$ cat src/rtl/twg_pkg.sv
// Shared widths, register map, bus structs and saturation helper of the twiddle gain tuner.
`timescale 1ns / 1ps

package twg_pkg;

    localparam int GAIN_COUNT = 3;
    localparam int INIT_COUNT = (GAIN_COUNT < 3) ? GAIN_COUNT : 3;
    localparam int GIDX_W     = (GAIN_COUNT > 1) ? $clog2(GAIN_COUNT) : 1;
    localparam int SWC_W      = $clog2(GAIN_COUNT + 1);

    localparam int ERR_W      = 16;
    localparam int SQ_CNT_W   = $clog2(ERR_W);
    localparam int SQ_W       = 2 * ERR_W;
    localparam int SUM_W      = 46;
    localparam int MEAN_W     = 30;
    localparam int GAIN_W     = 32;
    localparam int STEP_W     = 31;
    localparam int PROD_W     = STEP_W + 4;
    localparam int SSUM_W     = STEP_W + GIDX_W;
    localparam int CNT_W      = 16;
    localparam int DIV_N_W    = SUM_W;
    localparam int DIV_D_W    = CNT_W;
    localparam int DIV_CNT_W  = $clog2(DIV_N_W);

    localparam int ADDR_W     = 5;
    localparam int DATA_W     = 32;

    localparam logic [2:0] REG_TOLERANCE = 3'd0;
    localparam logic [2:0] REG_PERIOD    = 3'd1;
    localparam logic [2:0] REG_GAIN0     = 3'd2;
    localparam logic [2:0] REG_GAIN1     = 3'd3;
    localparam logic [2:0] REG_GAIN2     = 3'd4;
    localparam logic [2:0] REG_STEP0     = 3'd5;
    localparam logic [2:0] REG_STEP1     = 3'd6;
    localparam logic [2:0] REG_STEP2     = 3'd7;

    localparam logic [STEP_W-1:0] TOL_RST    = 31'd13107;
    localparam logic [CNT_W-1:0]  PERIOD_RST = 16'd100;
    localparam logic [STEP_W-1:0] STEP_RST   = 31'd65536;

    localparam logic [MEAN_W-1:0] MEAN_MAX = {MEAN_W{1'b1}};
    localparam logic [STEP_W-1:0] STEP_MAX = {STEP_W{1'b1}};
    localparam logic [DIV_D_W-1:0] TEN     = 16'd10;

    typedef logic signed [ERR_W-1:0]  err_t;
    typedef logic signed [GAIN_W-1:0] gain_t;
    typedef logic [STEP_W-1:0]        step_t;

    typedef struct packed {
        logic               start;
        logic [DIV_N_W-1:0] dividend;
        logic [DIV_D_W-1:0] divisor;
    } div_req_t;

    typedef struct packed {
        logic               busy;
        logic               done;
        logic [DIV_N_W-1:0] quotient;
    } div_rsp_t;

    function automatic gain_t sat_gain(input logic [GAIN_W+1:0] v);
        gain_t r;
        if (v[GAIN_W+1:GAIN_W-1] == 3'b000 || v[GAIN_W+1:GAIN_W-1] == 3'b111)
        begin
            r = v[GAIN_W-1:0];
        end
        else if (v[GAIN_W+1])
        begin
            r = {1'b1, {(GAIN_W-1){1'b0}}};
        end
        else
        begin
            r = {1'b0, {(GAIN_W-1){1'b1}}};
        end
        return r;
    endfunction

endpackage

$ cat src/rtl/twg_div.sv
// Bit-serial restoring divider, one quotient bit per cycle.
`timescale 1ns / 1ps

module twg_div (
    input  logic             clk,
    input  logic             rst_n,
    input  twg_pkg::div_req_t req,
    output twg_pkg::div_rsp_t rsp
);
    import twg_pkg::*;

    logic                 busy_reg, busy_next;
    logic                 done_reg, done_next;
    logic [DIV_CNT_W-1:0] cnt_reg, cnt_next;
    logic [DIV_N_W-1:0]   quo_reg, quo_next;
    logic [DIV_D_W-1:0]   rem_reg, rem_next;
    logic [DIV_D_W-1:0]   den_reg, den_next;

    logic [DIV_D_W:0]     shifted;
    logic [DIV_D_W+1:0]   diff;
    logic                 fits;

    assign shifted = {rem_reg, quo_reg[DIV_N_W-1]};
    assign diff    = {1'b0, shifted} - {2'b00, den_reg};
    assign fits    = !diff[DIV_D_W+1];

    always_comb
    begin
        busy_next = busy_reg;
        done_next = 1'b0;
        cnt_next  = cnt_reg;
        quo_next  = quo_reg;
        rem_next  = rem_reg;
        den_next  = den_reg;
        if (req.start)
        begin
            busy_next = 1'b1;
            cnt_next  = '0;
            quo_next  = req.dividend;
            rem_next  = '0;
            den_next  = req.divisor;
        end
        else if (busy_reg)
        begin
            rem_next = fits ? diff[DIV_D_W-1:0] : shifted[DIV_D_W-1:0];
            quo_next = {quo_reg[DIV_N_W-2:0], fits};
            if (cnt_reg == DIV_CNT_W'(DIV_N_W - 1))
            begin
                busy_next = 1'b0;
                done_next = 1'b1;
            end
            else
            begin
                cnt_next = cnt_reg + DIV_CNT_W'(1);
            end
        end
    end

    always_ff @(posedge clk or negedge rst_n)
    begin
        if (!rst_n)
        begin
            busy_reg <= 1'b0;
            done_reg <= 1'b0;
            cnt_reg  <= '0;
        end
        else
        begin
            busy_reg <= busy_next;
            done_reg <= done_next;
            cnt_reg  <= cnt_next;
        end
    end

    always_ff @(posedge clk)
    begin
        quo_reg <= quo_next;
        rem_reg <= rem_next;
        den_reg <= den_next;
    end

    assign rsp.busy     = busy_reg;
    assign rsp.done     = done_reg;
    assign rsp.quotient = quo_reg;

endmodule

$ cat src/rtl/twiddle_gain_tuner.sv
// Twiddle coordinate-descent tuner of three controller gains driven by error samples.
`timescale 1ns / 1ps

// Takes one track_error sample per transaction and returns one result transaction with
// the current gains, a trial_ended flag and a converged flag. A sample that does not
// close a period passes through bit-serial squaring, an accumulate state, the output
// state and idle before the next acceptance. A sample that closes a period adds a wait
// on the serial division of the squared sum by the period length (the quotient bits and
// a done strobe) and a decide state, after which a converged tuner answers. A baseline trial
// adds the probe and a step-sum sweep; a downward probe adds only the sweep. When a step
// grows or shrinks, a second division by ten, a gain-index state, the probe and the
// sweep follow. The output register lets the next sample enter while a result waits;
// a second waiting result holds the block in its output state. Every register write
// restarts tuning from the registers once the tuner is idle; while the restart is
// pending, track_ready is low.
module twiddle_gain_tuner (
    input  logic                         clk,
    input  logic                         rst_n,
    input  logic                         psel,
    input  logic                         penable,
    input  logic                         pwrite,
    input  logic [twg_pkg::ADDR_W-1:0]   paddr,
    input  logic [twg_pkg::DATA_W-1:0]   pwdata,
    output logic [twg_pkg::DATA_W-1:0]   prdata,
    output logic                         pready,
    input  logic                         track_valid,
    output logic                         track_ready,
    input  twg_pkg::err_t                track_error,
    output logic                         result_valid,
    input  logic                         result_ready,
    output twg_pkg::gain_t               gain0,
    output twg_pkg::gain_t               gain1,
    output twg_pkg::gain_t               gain2,
    output logic                         trial_ended,
    output logic                         converged
);
    import twg_pkg::*;

    localparam logic [3:0] ST_IDLE   = 4'd0;
    localparam logic [3:0] ST_SQ     = 4'd1;
    localparam logic [3:0] ST_ACC    = 4'd2;
    localparam logic [3:0] ST_DIVM   = 4'd3;
    localparam logic [3:0] ST_DECIDE = 4'd4;
    localparam logic [3:0] ST_DIVS   = 4'd5;
    localparam logic [3:0] ST_NEXT   = 4'd6;
    localparam logic [3:0] ST_PROBE  = 4'd7;
    localparam logic [3:0] ST_SWEEP  = 4'd8;
    localparam logic [3:0] ST_OUT    = 4'd9;

    // configuration
    step_t            tol_reg;
    logic [CNT_W-1:0] period_reg;
    gain_t            gain_init_reg [3];
    step_t            step_init_reg [3];
    logic             restart_reg, restart_next;
    logic             cfg_wr;

    // tuner state
    logic [3:0]        state_reg, state_next;
    gain_t             gains_reg [GAIN_COUNT];
    gain_t             gains_next [GAIN_COUNT];
    step_t             steps_reg [GAIN_COUNT];
    step_t             steps_next [GAIN_COUNT];
    logic [CNT_W-1:0]  count_reg, count_next;
    logic [SUM_W-1:0]  sqsum_reg, sqsum_next;
    logic [MEAN_W-1:0] best_reg, best_next;
    logic              have_reg, have_next;
    logic [GIDX_W-1:0] gidx_reg, gidx_next;
    logic              up_reg, up_next;
    logic              grow_reg, grow_next;
    logic              over_reg, over_next;
    logic              ended_reg, ended_next;
    logic              conv_reg, conv_next;
    logic [SWC_W-1:0]  swc_reg, swc_next;
    logic [SSUM_W-1:0] ssum_reg, ssum_next;

    // serial squarer and datapath payload
    logic [SQ_CNT_W-1:0] sqc_reg, sqc_next;
    logic [ERR_W-1:0]    mcand_reg, mcand_next;
    logic [SQ_W-1:0]     prod_reg, prod_next;
    logic [MEAN_W-1:0]   mean_reg, mean_next;

    // result register
    logic  rvalid_reg, rvalid_next;
    gain_t rgain_reg [3];
    logic  rended_reg;
    logic  rconv_reg;
    logic  out_load;
    gain_t gout [3];

    div_req_t div_req;
    div_rsp_t div_rsp;

    logic [GIDX_W-1:0]  rd_idx;
    step_t              step_rd;
    gain_t              gain_rd;
    logic [ERR_W-1:0]   err_mag;
    logic [ERR_W:0]     sq_add;
    logic [SUM_W-1:0]   sum_new;
    logic [CNT_W-1:0]   count_inc;
    logic [CNT_W-1:0]   period_eff;
    logic [PROD_W-1:0]  step_ext;
    logic [PROD_W-1:0]  step_x11;
    logic [PROD_W-1:0]  step_x9;
    logic [GAIN_W+1:0]  gain_ext;
    logic [GAIN_W+1:0]  gain_plus;
    logic [GAIN_W+1:0]  gain_minus2;
    logic [GIDX_W:0]    gidx_inc;
    logic               ssum_over;

    twg_div u_div (
        .clk   (clk),
        .rst_n (rst_n),
        .req   (div_req),
        .rsp   (div_rsp)
    );

    // configuration port
    assign pready = 1'b1;
    assign cfg_wr = psel && penable && pwrite;

    always_comb
    begin
        unique case (paddr[4:2])
            REG_TOLERANCE: prdata = {1'b0, tol_reg};
            REG_PERIOD:    prdata = {{(DATA_W-CNT_W){1'b0}}, period_reg};
            REG_GAIN0:     prdata = gain_init_reg[0];
            REG_GAIN1:     prdata = gain_init_reg[1];
            REG_GAIN2:     prdata = gain_init_reg[2];
            REG_STEP0:     prdata = {1'b0, step_init_reg[0]};
            REG_STEP1:     prdata = {1'b0, step_init_reg[1]};
            REG_STEP2:     prdata = {1'b0, step_init_reg[2]};
            default:       prdata = '0;
        endcase
    end

    always_ff @(posedge clk or negedge rst_n)
    begin
        if (!rst_n)
        begin
            tol_reg    <= TOL_RST;
            period_reg <= PERIOD_RST;
            for (int i = 0; i < 3; i++)
            begin
                gain_init_reg[i] <= '0;
                step_init_reg[i] <= STEP_RST;
            end
        end
        else if (cfg_wr)
        begin
            unique case (paddr[4:2])
                REG_TOLERANCE: tol_reg          <= pwdata[STEP_W-1:0];
                REG_PERIOD:    period_reg       <= pwdata[CNT_W-1:0];
                REG_GAIN0:     gain_init_reg[0] <= pwdata;
                REG_GAIN1:     gain_init_reg[1] <= pwdata;
                REG_GAIN2:     gain_init_reg[2] <= pwdata;
                REG_STEP0:     step_init_reg[0] <= pwdata[STEP_W-1:0];
                REG_STEP1:     step_init_reg[1] <= pwdata[STEP_W-1:0];
                REG_STEP2:     step_init_reg[2] <= pwdata[STEP_W-1:0];
                default:       tol_reg          <= tol_reg;
            endcase
        end
    end

    // shared datapath
    assign rd_idx      = (state_reg == ST_SQ || state_reg == ST_SWEEP)
                         ? swc_reg[GIDX_W-1:0] : gidx_reg;
    assign step_rd     = steps_reg[rd_idx];
    assign gain_rd     = gains_reg[gidx_reg];
    assign err_mag     = track_error[ERR_W-1] ? (~track_error + ERR_W'(1)) : track_error;
    assign sq_add      = {1'b0, prod_reg[SQ_W-1:ERR_W]}
                         + (prod_reg[0] ? {1'b0, mcand_reg} : {(ERR_W+1){1'b0}});
    assign sum_new     = sqsum_reg + {{(SUM_W-SQ_W){1'b0}}, prod_reg};
    assign count_inc   = count_reg + CNT_W'(1);
    assign period_eff  = (period_reg == '0) ? CNT_W'(1) : period_reg;
    assign step_ext    = {{(PROD_W-STEP_W){1'b0}}, step_rd};
    assign step_x11    = (step_ext << 3) + (step_ext << 1) + step_ext;
    assign step_x9     = (step_ext << 3) + step_ext;
    assign gain_ext    = {{2{gain_rd[GAIN_W-1]}}, gain_rd};
    assign gain_plus   = gain_ext + {3'b000, step_rd};
    assign gain_minus2 = gain_ext - {2'b00, step_rd, 1'b0};
    assign gidx_inc    = {1'b0, gidx_reg} + (GIDX_W+1)'(1);
    assign ssum_over   = ssum_reg > {{(SSUM_W-STEP_W){1'b0}}, tol_reg};

    assign track_ready = (state_reg == ST_IDLE) && !restart_reg;
    assign out_load    = (state_reg == ST_OUT) && (!rvalid_reg || result_ready);

    always_comb
    begin
        state_next   = state_reg;
        restart_next = restart_reg;
        gains_next   = gains_reg;
        steps_next   = steps_reg;
        count_next   = count_reg;
        sqsum_next   = sqsum_reg;
        best_next    = best_reg;
        have_next    = have_reg;
        gidx_next    = gidx_reg;
        up_next      = up_reg;
        grow_next    = grow_reg;
        over_next    = over_reg;
        ended_next   = ended_reg;
        conv_next    = conv_reg;
        swc_next     = swc_reg;
        ssum_next    = ssum_reg;
        sqc_next     = sqc_reg;
        mcand_next   = mcand_reg;
        prod_next    = prod_reg;
        mean_next    = mean_reg;
        div_req      = '0;

        if (cfg_wr)
        begin
            restart_next = 1'b1;
        end

        // step sum sweep, shared by squaring and the final check
        if ((state_reg == ST_SQ || state_reg == ST_SWEEP) && swc_reg < SWC_W'(GAIN_COUNT))
        begin
            ssum_next = ssum_reg + {{(SSUM_W-STEP_W){1'b0}}, step_rd};
            swc_next  = swc_reg + SWC_W'(1);
        end

        unique case (state_reg)
            ST_IDLE:
            begin
                if (restart_reg)
                begin
                    for (int i = 0; i < GAIN_COUNT; i++)
                    begin
                        gains_next[i] = '0;
                        steps_next[i] = '0;
                    end
                    for (int i = 0; i < INIT_COUNT; i++)
                    begin
                        gains_next[i] = gain_init_reg[i];
                        steps_next[i] = step_init_reg[i];
                    end
                    count_next = '0;
                    sqsum_next = '0;
                    best_next  = '0;
                    have_next  = 1'b0;
                    gidx_next  = '0;
                    up_next    = 1'b1;
                    if (!cfg_wr)
                    begin
                        restart_next = 1'b0;
                    end
                end
                else if (track_valid)
                begin
                    mcand_next = err_mag;
                    prod_next  = {{(SQ_W-ERR_W){1'b0}}, err_mag};
                    sqc_next   = '0;
                    swc_next   = '0;
                    ssum_next  = '0;
                    state_next = ST_SQ;
                end
            end
            ST_SQ:
            begin
                prod_next = {sq_add, prod_reg[ERR_W-1:1]};
                sqc_next  = sqc_reg + SQ_CNT_W'(1);
                if (sqc_reg == SQ_CNT_W'(ERR_W - 1))
                begin
                    state_next = ST_ACC;
                end
            end
            ST_ACC:
            begin
                over_next = ssum_over;
                if (count_inc >= period_eff)
                begin
                    div_req.start    = 1'b1;
                    div_req.dividend = sum_new;
                    div_req.divisor  = period_eff;
                    sqsum_next       = '0;
                    count_next       = '0;
                    state_next       = ST_DIVM;
                end
                else
                begin
                    sqsum_next = sum_new;
                    count_next = count_inc;
                    ended_next = 1'b0;
                    conv_next  = !ssum_over;
                    state_next = ST_OUT;
                end
            end
            ST_DIVM:
            begin
                if (div_rsp.done)
                begin
                    if (div_rsp.quotient > {{(DIV_N_W-MEAN_W){1'b0}}, MEAN_MAX})
                    begin
                        mean_next = MEAN_MAX;
                    end
                    else
                    begin
                        mean_next = div_rsp.quotient[MEAN_W-1:0];
                    end
                    state_next = ST_DECIDE;
                end
            end
            ST_DECIDE:
            begin
                if (!over_reg)
                begin
                    ended_next = 1'b0;
                    conv_next  = 1'b1;
                    state_next = ST_OUT;
                end
                else
                begin
                    ended_next = 1'b1;
                    if (!have_reg)
                    begin
                        best_next  = mean_reg;
                        have_next  = 1'b1;
                        state_next = ST_PROBE;
                    end
                    else if (mean_reg < best_reg)
                    begin
                        best_next        = mean_reg;
                        grow_next        = 1'b1;
                        div_req.start    = 1'b1;
                        div_req.dividend = {{(DIV_N_W-PROD_W){1'b0}}, step_x11};
                        div_req.divisor  = TEN;
                        state_next       = ST_DIVS;
                    end
                    else if (up_reg)
                    begin
                        gains_next[gidx_reg] = sat_gain(gain_minus2);
                        up_next              = 1'b0;
                        swc_next             = '0;
                        ssum_next            = '0;
                        state_next           = ST_SWEEP;
                    end
                    else
                    begin
                        gains_next[gidx_reg] = sat_gain(gain_plus);
                        grow_next            = 1'b0;
                        div_req.start        = 1'b1;
                        div_req.dividend     = {{(DIV_N_W-PROD_W){1'b0}}, step_x9};
                        div_req.divisor      = TEN;
                        state_next           = ST_DIVS;
                    end
                end
            end
            ST_DIVS:
            begin
                if (div_rsp.done)
                begin
                    if (grow_reg &&
                        div_rsp.quotient > {{(DIV_N_W-STEP_W){1'b0}}, STEP_MAX})
                    begin
                        steps_next[gidx_reg] = STEP_MAX;
                    end
                    else
                    begin
                        steps_next[gidx_reg] = div_rsp.quotient[STEP_W-1:0];
                    end
                    state_next = ST_NEXT;
                end
            end
            ST_NEXT:
            begin
                if (gidx_inc >= (GIDX_W+1)'(GAIN_COUNT))
                begin
                    gidx_next = '0;
                end
                else
                begin
                    gidx_next = gidx_inc[GIDX_W-1:0];
                end
                up_next    = 1'b1;
                state_next = ST_PROBE;
            end
            ST_PROBE:
            begin
                gains_next[gidx_reg] = sat_gain(gain_plus);
                swc_next             = '0;
                ssum_next            = '0;
                state_next           = ST_SWEEP;
            end
            ST_SWEEP:
            begin
                if (swc_reg == SWC_W'(GAIN_COUNT))
                begin
                    conv_next  = !ssum_over;
                    state_next = ST_OUT;
                end
            end
            ST_OUT:
            begin
                if (out_load)
                begin
                    state_next = ST_IDLE;
                end
            end
            default:
            begin
                state_next = ST_IDLE;
            end
        endcase
    end

    always_comb
    begin
        for (int i = 0; i < 3; i++)
        begin
            gout[i] = '0;
        end
        for (int i = 0; i < INIT_COUNT; i++)
        begin
            gout[i] = gains_reg[i];
        end
    end

    always_comb
    begin
        rvalid_next = rvalid_reg;
        if (out_load)
        begin
            rvalid_next = 1'b1;
        end
        else if (result_ready)
        begin
            rvalid_next = 1'b0;
        end
    end

    always_ff @(posedge clk or negedge rst_n)
    begin
        if (!rst_n)
        begin
            state_reg   <= ST_IDLE;
            restart_reg <= 1'b0;
            for (int i = 0; i < GAIN_COUNT; i++)
            begin
                gains_reg[i] <= '0;
                steps_reg[i] <= '0;
            end
            for (int i = 0; i < INIT_COUNT; i++)
            begin
                steps_reg[i] <= STEP_RST;
            end
            count_reg   <= '0;
            sqsum_reg   <= '0;
            best_reg    <= '0;
            have_reg    <= 1'b0;
            gidx_reg    <= '0;
            up_reg      <= 1'b1;
            grow_reg    <= 1'b0;
            over_reg    <= 1'b0;
            ended_reg   <= 1'b0;
            conv_reg    <= 1'b0;
            swc_reg     <= '0;
            sqc_reg     <= '0;
            rvalid_reg  <= 1'b0;
        end
        else
        begin
            state_reg   <= state_next;
            restart_reg <= restart_next;
            gains_reg   <= gains_next;
            steps_reg   <= steps_next;
            count_reg   <= count_next;
            sqsum_reg   <= sqsum_next;
            best_reg    <= best_next;
            have_reg    <= have_next;
            gidx_reg    <= gidx_next;
            up_reg      <= up_next;
            grow_reg    <= grow_next;
            over_reg    <= over_next;
            ended_reg   <= ended_next;
            conv_reg    <= conv_next;
            swc_reg     <= swc_next;
            sqc_reg     <= sqc_next;
            rvalid_reg  <= rvalid_next;
        end
    end

    always_ff @(posedge clk)
    begin
        ssum_reg  <= ssum_next;
        mcand_reg <= mcand_next;
        prod_reg  <= prod_next;
        mean_reg  <= mean_next;
        if (out_load)
        begin
            rgain_reg  <= gout;
            rended_reg <= ended_reg;
            rconv_reg  <= conv_reg;
        end
    end

    assign result_valid = rvalid_reg;
    assign gain0        = rgain_reg[0];
    assign gain1        = rgain_reg[1];
    assign gain2        = rgain_reg[2];
    assign trial_ended  = rended_reg;
    assign converged    = rconv_reg;

`ifndef SYNTH
    a_gidx_range: assert property (@(posedge clk) disable iff (!rst_n)
        {1'b0, gidx_reg} < (GIDX_W+1)'(GAIN_COUNT))
        else $error("gain index out of range");

    a_accept_squares: assert property (@(posedge clk) disable iff (!rst_n)
        (track_valid && track_ready) |=> state_reg == ST_SQ)
        else $error("accepted transaction did not start squaring");

    a_div_idle_start: assert property (@(posedge clk) disable iff (!rst_n)
        div_req.start |-> !div_rsp.busy)
        else $error("divider started while busy");

    a_load_shows: assert property (@(posedge clk) disable iff (!rst_n)
        out_load |=> (result_valid && state_reg == ST_IDLE))
        else $error("result load did not raise result_valid");
`endif

endmodule

$ cat config.mk
export PLATFORM = sky130hd
export DESIGN_NAME = twiddle_gain_tuner
export DESIGN_NICKNAME = d
export VERILOG_FILES = /design/src/rtl/twg_pkg.sv /design/src/rtl/twg_div.sv /design/src/rtl/twiddle_gain_tuner.sv
export SDC_FILE = /design/constraint.sdc
export NUM_CORES = 2
export LEC_CHECK = 0
export BUFFER_PORTS_ARGS = -buffer_cell sky130_fd_sc_hd__clkbuf_2
export CORE_UTILIZATION = 35
export DETAILED_ROUTE_END_ITERATION = 8
export PLACE_DENSITY = 0.55
export SLEW_MARGIN = 40
export SYNTH_ARGS = -nofsm -noshare
export SYNTH_HDL_FRONTEND = slang
export SYNTH_SLANG_ARGS = --single-unit
$ cat constraint.sdc
create_clock -name clk -period 11.25 [get_ports clk]
set_input_delay 2.25 -clock clk [delete_from_list [all_inputs] [get_ports clk]]
set_output_delay 2.25 -clock clk [all_outputs]
set_load 0.02 [all_outputs]
=== Word-level counts from Yosys, hierarchy flattened ===
Cells that the tools add are included.

* Add/subtract/negate cells: 15
* $mul: 0
* Divide/modulo/power cells: 0
* Magnitude comparators: 10
* Equal/unequal tests: 37
* Shifts and indexed selects: 0
* Mux-type cells: 134
* Bitwise operators: 5
* Reductions and logical operators: 54

{| class="wikitable"
|+ Operator list
! kind !! count
|-
| 2-to-1 mux 32 bit || 20
|-
| 2-to-1 mux 96 bit || 5
|-
| 2-to-1 mux 63 bit || 5
|-
| bitwise mux 96 bit || 3
|-
| one-hot mux 96 bit (3 select lines) || 1
|-
| 2-to-1 mux 93 bit || 3
|-
| one-hot mux 32 bit (8 select lines) || 1
|-
| 2-to-1 mux 33 bit || 7
|-
| one-hot mux 93 bit (2 select lines) || 1
|-
| 2-to-1 mux 46 bit || 4
|-
| one-hot mux 63 bit (2 select lines) || 1
|-
| 2-to-1 mux 30 bit || 4
|-
| one-hot mux 33 bit (3 select lines) || 1
|-
| 2-to-1 mux 16 bit || 6
|-
| bitwise mux 93 bit || 1
|-
| 2-to-1 mux 31 bit || 3
|-
| bitwise OR 93 bit || 1
|-
| one-hot mux 46 bit (2 select lines) || 1
|-
| binary-select mux 32 bit (select 2 bit) || 1
|-
| demux 32 bit (select 2 bit) || 1
|-
| one-hot mux 32 bit (2 select lines) || 1
|-
| binary-select mux 31 bit (select 2 bit) || 1
|-
| demux 31 bit (select 2 bit) || 1
|-
| one-hot mux 30 bit (2 select lines) || 1
|-
| other kinds (63) || 181
|}

* Flip-flop bits (word level): 832
* Latch bits: 0
* Memory bits (writable): 0
* Memory bits (read-only): 0
* Input bits: 60
* Output and inout bits: 133
* Word-level logic and storage cells: 299
* Memories kept: 0

=== Depth between registers and ports, before layout ===
* Depth in word-level cells: 22
* Mapped depth: 28
* Mapped depth without buffers: 25

=== Hierarchy ===
A second synthesis with hierarchy kept.

* Cells, all modules: 5,649
* Area, all modules: 52,930.8 um^2

{| class="wikitable"
|+ By module, submodules not included
! module !! instances !! cells each !! area each (um^2) !! sequential area each (um^2)
|-
| twiddle_gain_tuner || 1 || 5,281 || 48,475.2 || 19,406.1
|-
| twg_div || 1 || 368 || 4,455.5 || 2,382.3
|}

=== Worst setup path before layout ===
No wires, ideal clock.

* Path type: input-to-reg
* From: input result_ready
* To: register rconv_reg, in the netlist converged, enable pin
* Library setup time: 555 ps
* Arrival: 6,390 ps
* Required time: 10,695 ps
* Slack: 4,305 ps
* Stages: 2
* Buffers on the path: 0
* Cell sequence: nor2b_1 > nor2_1

* Longest elaborated chain between the ends: 2

{| class="wikitable"
|+ Ends and longest elaborated chain
! element !! RTL line !! source
|-
| start, declared || twiddle_gain_tuner.sv:30 || <nowiki>input logic result_ready,</nowiki>
|-
| logical OR 1 bit || twiddle_gain_tuner.sv:186 || <nowiki>assign out_load = (state_reg == ST_OUT) && (!rvalid_reg || result_ready);</nowiki>
|-
| logical AND 1 bit || twiddle_gain_tuner.sv:186 ||
|-
| via out_load || twiddle_gain_tuner.sv:88 || <nowiki>logic out_load;</nowiki>
|-
| end signal, assigned || twiddle_gain_tuner.sv:494 || <nowiki>rconv_reg <= conv_reg;</nowiki>
|-
| end, declared || twiddle_gain_tuner.sv:87 || <nowiki>logic rconv_reg;</nowiki>
|}

The timed path passes the listed nets, and every way through them passes these cells.
A chain may end at the register's enable or synchronous reset.

=== Worst setup path in the final report ===
* From: register gidx_reg[1]
* To: register gains_reg[76] in the netlist's numbering

* Longest elaborated chain between the ends: 20
* Elaborated cells on any way between the ends: 45
* Those cells by class: add/sub: 2; order compare: 2; eq/ne: 2; mux: 32; bitwise: 2; reduce/logical: 5

{| class="wikitable"
|+ Ends and longest elaborated chain
! element !! RTL line !! source
|-
| start, declared || twiddle_gain_tuner.sv:68 || <nowiki>logic [GIDX_W-1:0] gidx_reg, gidx_next;</nowiki>
|-
| start signal, assigned || twiddle_gain_tuner.sv:472 || <nowiki>gidx_reg <= gidx_next;</nowiki>
|-
| 2-to-1 mux 2 bit || twiddle_gain_tuner.sv:167 || <nowiki>? swc_reg[GIDX_W-1:0] : gidx_reg;</nowiki>
|-
| inverter 2 -> 3 bit (not written as such) || twiddle_gain_tuner.sv:168 || <nowiki>assign step_rd = steps_reg[rd_idx];</nowiki>
|-
| binary-select mux 31 bit (select 2 bit) || twiddle_gain_tuner.sv:168 ||
|-
| 2-to-1 mux 31 bit (not written as such) (2 in series) || twiddle_gain_tuner.sv:168 ||
|-
| subtractor 32 x 33 -> 34 bit / adder 32 x 32 -> 33 bit (equally long branches) || twiddle_gain_tuner.sv:181, twiddle_gain_tuner.sv:180 ||
|-
| == test 3 bit / zero test 3 bit (equally long branches) || twg_pkg.sv:63 || <nowiki>if (v[GAIN_W+1:GAIN_W-1] == 3'b000 || v[GAIN_W+1:GAIN_W-1] == 3'b111)</nowiki>
|-
| logical OR 1 bit || twg_pkg.sv:63 ||
|-
| 2-to-1 mux 32 bit || twg_pkg.sv:63 ||
|-
| (+3 left out) || - ||
|-
| 2-to-1 mux 32 bit || twiddle_gain_tuner.sv:307 || <nowiki>if (!over_reg)</nowiki>
|-
| 2-to-1 mux 32 bit || twiddle_gain_tuner.sv:224 || <nowiki>unique case (state_reg)</nowiki>
|-
| bitwise mux 96 bit (on tied branches) || twiddle_gain_tuner.sv:333, twiddle_gain_tuner.sv:341 ||
|-
| 2-to-1 mux 96 bit || twiddle_gain_tuner.sv:331 || <nowiki>else if (up_reg)</nowiki>
|-
| 2-to-1 mux 96 bit || twiddle_gain_tuner.sv:322 || <nowiki>else if (mean_reg < best_reg)</nowiki>
|-
| 2-to-1 mux 96 bit || twiddle_gain_tuner.sv:316 || <nowiki>if (!have_reg)</nowiki>
|-
| 2-to-1 mux 96 bit || twiddle_gain_tuner.sv:307 ||
|-
| one-hot mux 96 bit (3 select lines) * || twiddle_gain_tuner.sv:224 ||
|-
| end signal, assigned || twiddle_gain_tuner.sv:466 || <nowiki>gains_reg <= gains_next;</nowiki>
|-
| end, declared || twiddle_gain_tuner.sv:60 || <nowiki>gain_t gains_reg [GAIN_COUNT];</nowiki>
|}

Mark *: on every way between the ends. The rest lies on a longest branch, timed or not. The select of a mux whose other input is x is not followed.

==> results_dict.tcl <==
set metrics [dict create \
    status "complete, no violations" \
    synth_area_leader_cell "dfrtp_1" \
    synthCells 5750 \
    io_buffers 189 \
    hold_viol_final 0 \
    cts.sinks 832 \
    leakage_nw 25.2 \
    wl_mm 207 \
    htree_levels 3 \
    fin_crit_sh_pct 75.8 \
    required_ns 11.86 \
    synth_warnings 0 \
    hold_path_end "trial_ended" \
    dieArea_sq_mm 0.154 \
    maxSlewViolCount 0 \
    ioPinCount 193 \
    start_util_pct 35.4 \
    die_w_microns 392 \
    cts_made_buffers 98 \
    grt_pass1_vias 44000 \
    fmaxAchievable_ghz 0.117 \
    ant_nets 0 \
    p_sw_mw 11.6 \
    worstPathArrival_ns 9.15 \
    worstPathMaxFanout 16 \
    power_frac_seq_pct 21.1 \
    reg2reg_depth 21 \
    swShare_pct 51.5 \
    worst_slew_pin_slew_ns 0.931 \
    intPower_mw 10.9 \
    rsz0062_at_grt "false" \
    cts_setup_buffers 0 \
    hp-start "ended_reg" \
    yosysMostFrequentCell "nand2_1" \
    grt_max_degree 144 \
    holdCritPathClass "reg2reg" \
    syn_avg_cell_area_sq_um 9.26 \
    synth_edf_count 238 \
    ys_seq_area_share_pct 40.9 \
    ys.flop_type "dfrtp_1" \
    setup-tns-final_ns 0 \
    clockBufferDepth 3 \
    period_minus_slack_ns 8.53 \
    core_area_sq_mm 0.150 \
    max_slew_margin_pct 37.7 \
    criticalPathCategory "reg2reg" \
    ir_worst_vdd_mv 0.246 \
    synth_commonest_cells "nand2_1, dfrtp_1, a21oi_1" \
    crit-reg2reg-launch "gidx_reg[1]" \
    start_kind "flop" \
    post_dp_cell_area_sq_mm 0.0566 \
    dp_hpwl_mm 154 \
    drt-vias-per-instance 5.87 \
    dr_total_vias 46600 \
    async_flop_share_pct 65.5 \
    fill_cells 15000 \
    fin_nets 6188 \
    cpPeakStageDelay_ns 0.80 \
    synth_nets 6107 \
    synth_area_leaders "dfrtp_1, edfxtp_1, ha_1" \
    setup_violations 0 \
    clkSlewWorstSetupHoldPaths_ns 0.07 \
    grt_use_total_pct 26.5 \
    cts_root_buf "clkbuf_16" \
    crit_chain "nand2b_1 -> a21oi_1 -> or2_1 -> nand2_1 -> and2_1 -> inv_1 -> ha_1 -> a21oi_1 -> nand2b_1 -> a211oi_1 -> nor4_1 -> maj3_2 -> o21ai_2 -> and4_1 -> o2111ai_1 -> a2111oi_2 -> nor2_1 -> o21ai_2 -> nor2_2 -> a32o_1 -> or4_1" \
    crit_slowest_cell "dfrtp_2" \
    clock_skew_ns 0.0343 \
    hold_slack_ns 0.441 \
    insertion_delay_ns 0.74 \
    firstDrtPassIters 9 \
    stdcell_area_sq_mm 0.0600 \
    drc_errors 0 \
    p_per_area_mw_per_mm2 376 \
    wl_per_cell_microns 26.1 \
    syn_to_final_growth_pct 12.7 \
    combPwrFrac_pct 64.1 \
    hold_buffers 0 \
    gp_congestion 1.01 \
    antenna_found_initial 11 \
    cts-resized-gates 0 \
    synthDistinctLibCells 107 \
    synth_top_area_share_pct 24.8 \
    maxCapViolCount 0 \
    drive_above_1_share_pct 13.6 \
    synth_area_sq_mm 0.0532 \
    ys_ff_latch 832 \
    drt_iter0_markers 5278 \
    grt_overflow_total 0 \
    r2r-end "gains_reg[76]" \
    cts_tree "yes" \
    grt_pass1_wl_mm 301 \
    die_h_microns 392 \
    rrSetupSlack_ns 2.72 \
    hold_depth 0 \
    rows 142 \
    cp-end-kind "flop" \
    clockPowerShare_pct 14.7 \
]
==> power groups by stage <==
stage / Combinational, mW / Sequential [mW] / Clock [mW]
final: 14.5 / 4.76 / 3.33
after global routing: 15.6 / 4.83 / 3.49
after CTS: 14.2 / 4.74 / 3.37
after detailed placement: 14.1 / 4.78 / 0
after global placement: 13.9 / 4.77 / 0
after floorplan: 10.0 / 4.48 / 0
==> worst max-delay path: cells and delay by family (launching register included) <==
family	cells	cell delay [ns]
AO/OA/AOI/OAI	8	3.08
adder cells (fa/ha/maj)	2	0.58
buffers and inverters	1	0.52
flip-flops	1	0.80
AND/OR/NAND/NOR	10	3.37
==> layout by cell type (no fill, tap or decap), types with 47 or more instances in the layout <==
cell / synthesis / layout
a211oi_1: 65 / 64
and2_1: 58 / 57
a22o_1: 117 / 117
clkbuf_2: 0 / 186
o21ai_0: 385 / 375
nor2_1: 497 / 485
clkbuf_16: 0 / 99
a21o_1: 110 / 110
dfrtp_1: 527 / 524
nor3_1: 133 / 123
ha_1: 277 / 277
mux2_2: 207 / 207
buf_4: 5 / 87
inv_1: 252 / 250
nand3_1: 99 / 99
o221ai_1: 49 / 49
nand2b_1: 58 / 58
a22oi_1: 48 / 48
xor2_1: 68 / 68
xnor2_1: 192 / 192
o22ai_1: 61 / 59
mux2i_1: 95 / 94
o21a_1: 48 / 47
o21ai_1: 44 / 48
edfxtp_1: 238 / 238
a21oi_1: 503 / 496
dfxtp_1: 49 / 49
nand2_1: 561 / 555
==> kinds of logic after synthesis <==
group | synth area share [%]
xor gates and xnor gates | 4.31
DFF | 40.9
buffers and inverters | 4.23
AOI/OAI and AO/OA | 22.1
other | 0.00704
and+or+nand+nor | 13.8
adders and majority gates | 7.85
muxes | 6.76
==> cell type report <==
type	instances	area, sq um	area share (%)
clock buffers	134	2720	4.53
repair buffers	289	1830	3.05
clock inverters	52	584	0.973
well taps	2016	2520	4.20
flip-flops and latches	832	21800	36.3
multi-input cells	4343	29600	49.3
diodes	2	5.00	0.00834
inverters	267	1000	1.67
==> worst max path at each step <==
stage | from | to | cells past startpoint
6_report | gidx_reg[1] | gains_reg[76] | 21
5_1_grt | gidx_reg[1] | gains_reg[76] | 21
4_1_cts | gidx_reg[1] | gains_reg[76] | 21
3_5_place_dp | gidx_reg[1] | gains_reg[76] | 21
3_3_place_gp | gidx_reg[1] | gains_reg[76] | 21
2_1_floorplan | result_ready | converged | 2
==> metrics by stage <==
stage	setup WS [ns]	instances	util (%)	power [mW]
after global placement	3.24	7741	37.5	18.7
after CTS	3.02	7931	39.8	22.3
final	2.72	7935	39.9	22.5
after global routing	2.39	7933	39.9	24.0
after floorplan	4.30	5750	-	14.5
after detailed placement	3.02	7745	37.6	18.9
==> per-layer routing <==
layer	GRT usage [%]	part of all wire (%)	vias to the layer above
li1	-	-	21200
met1	36.2	43	22900
met2	39.9	43	2066
met3	5.24	8.4	429
met4	12.6	5.1	6
met5	0	0.020	-
Power figures use the tool's default switching activity.
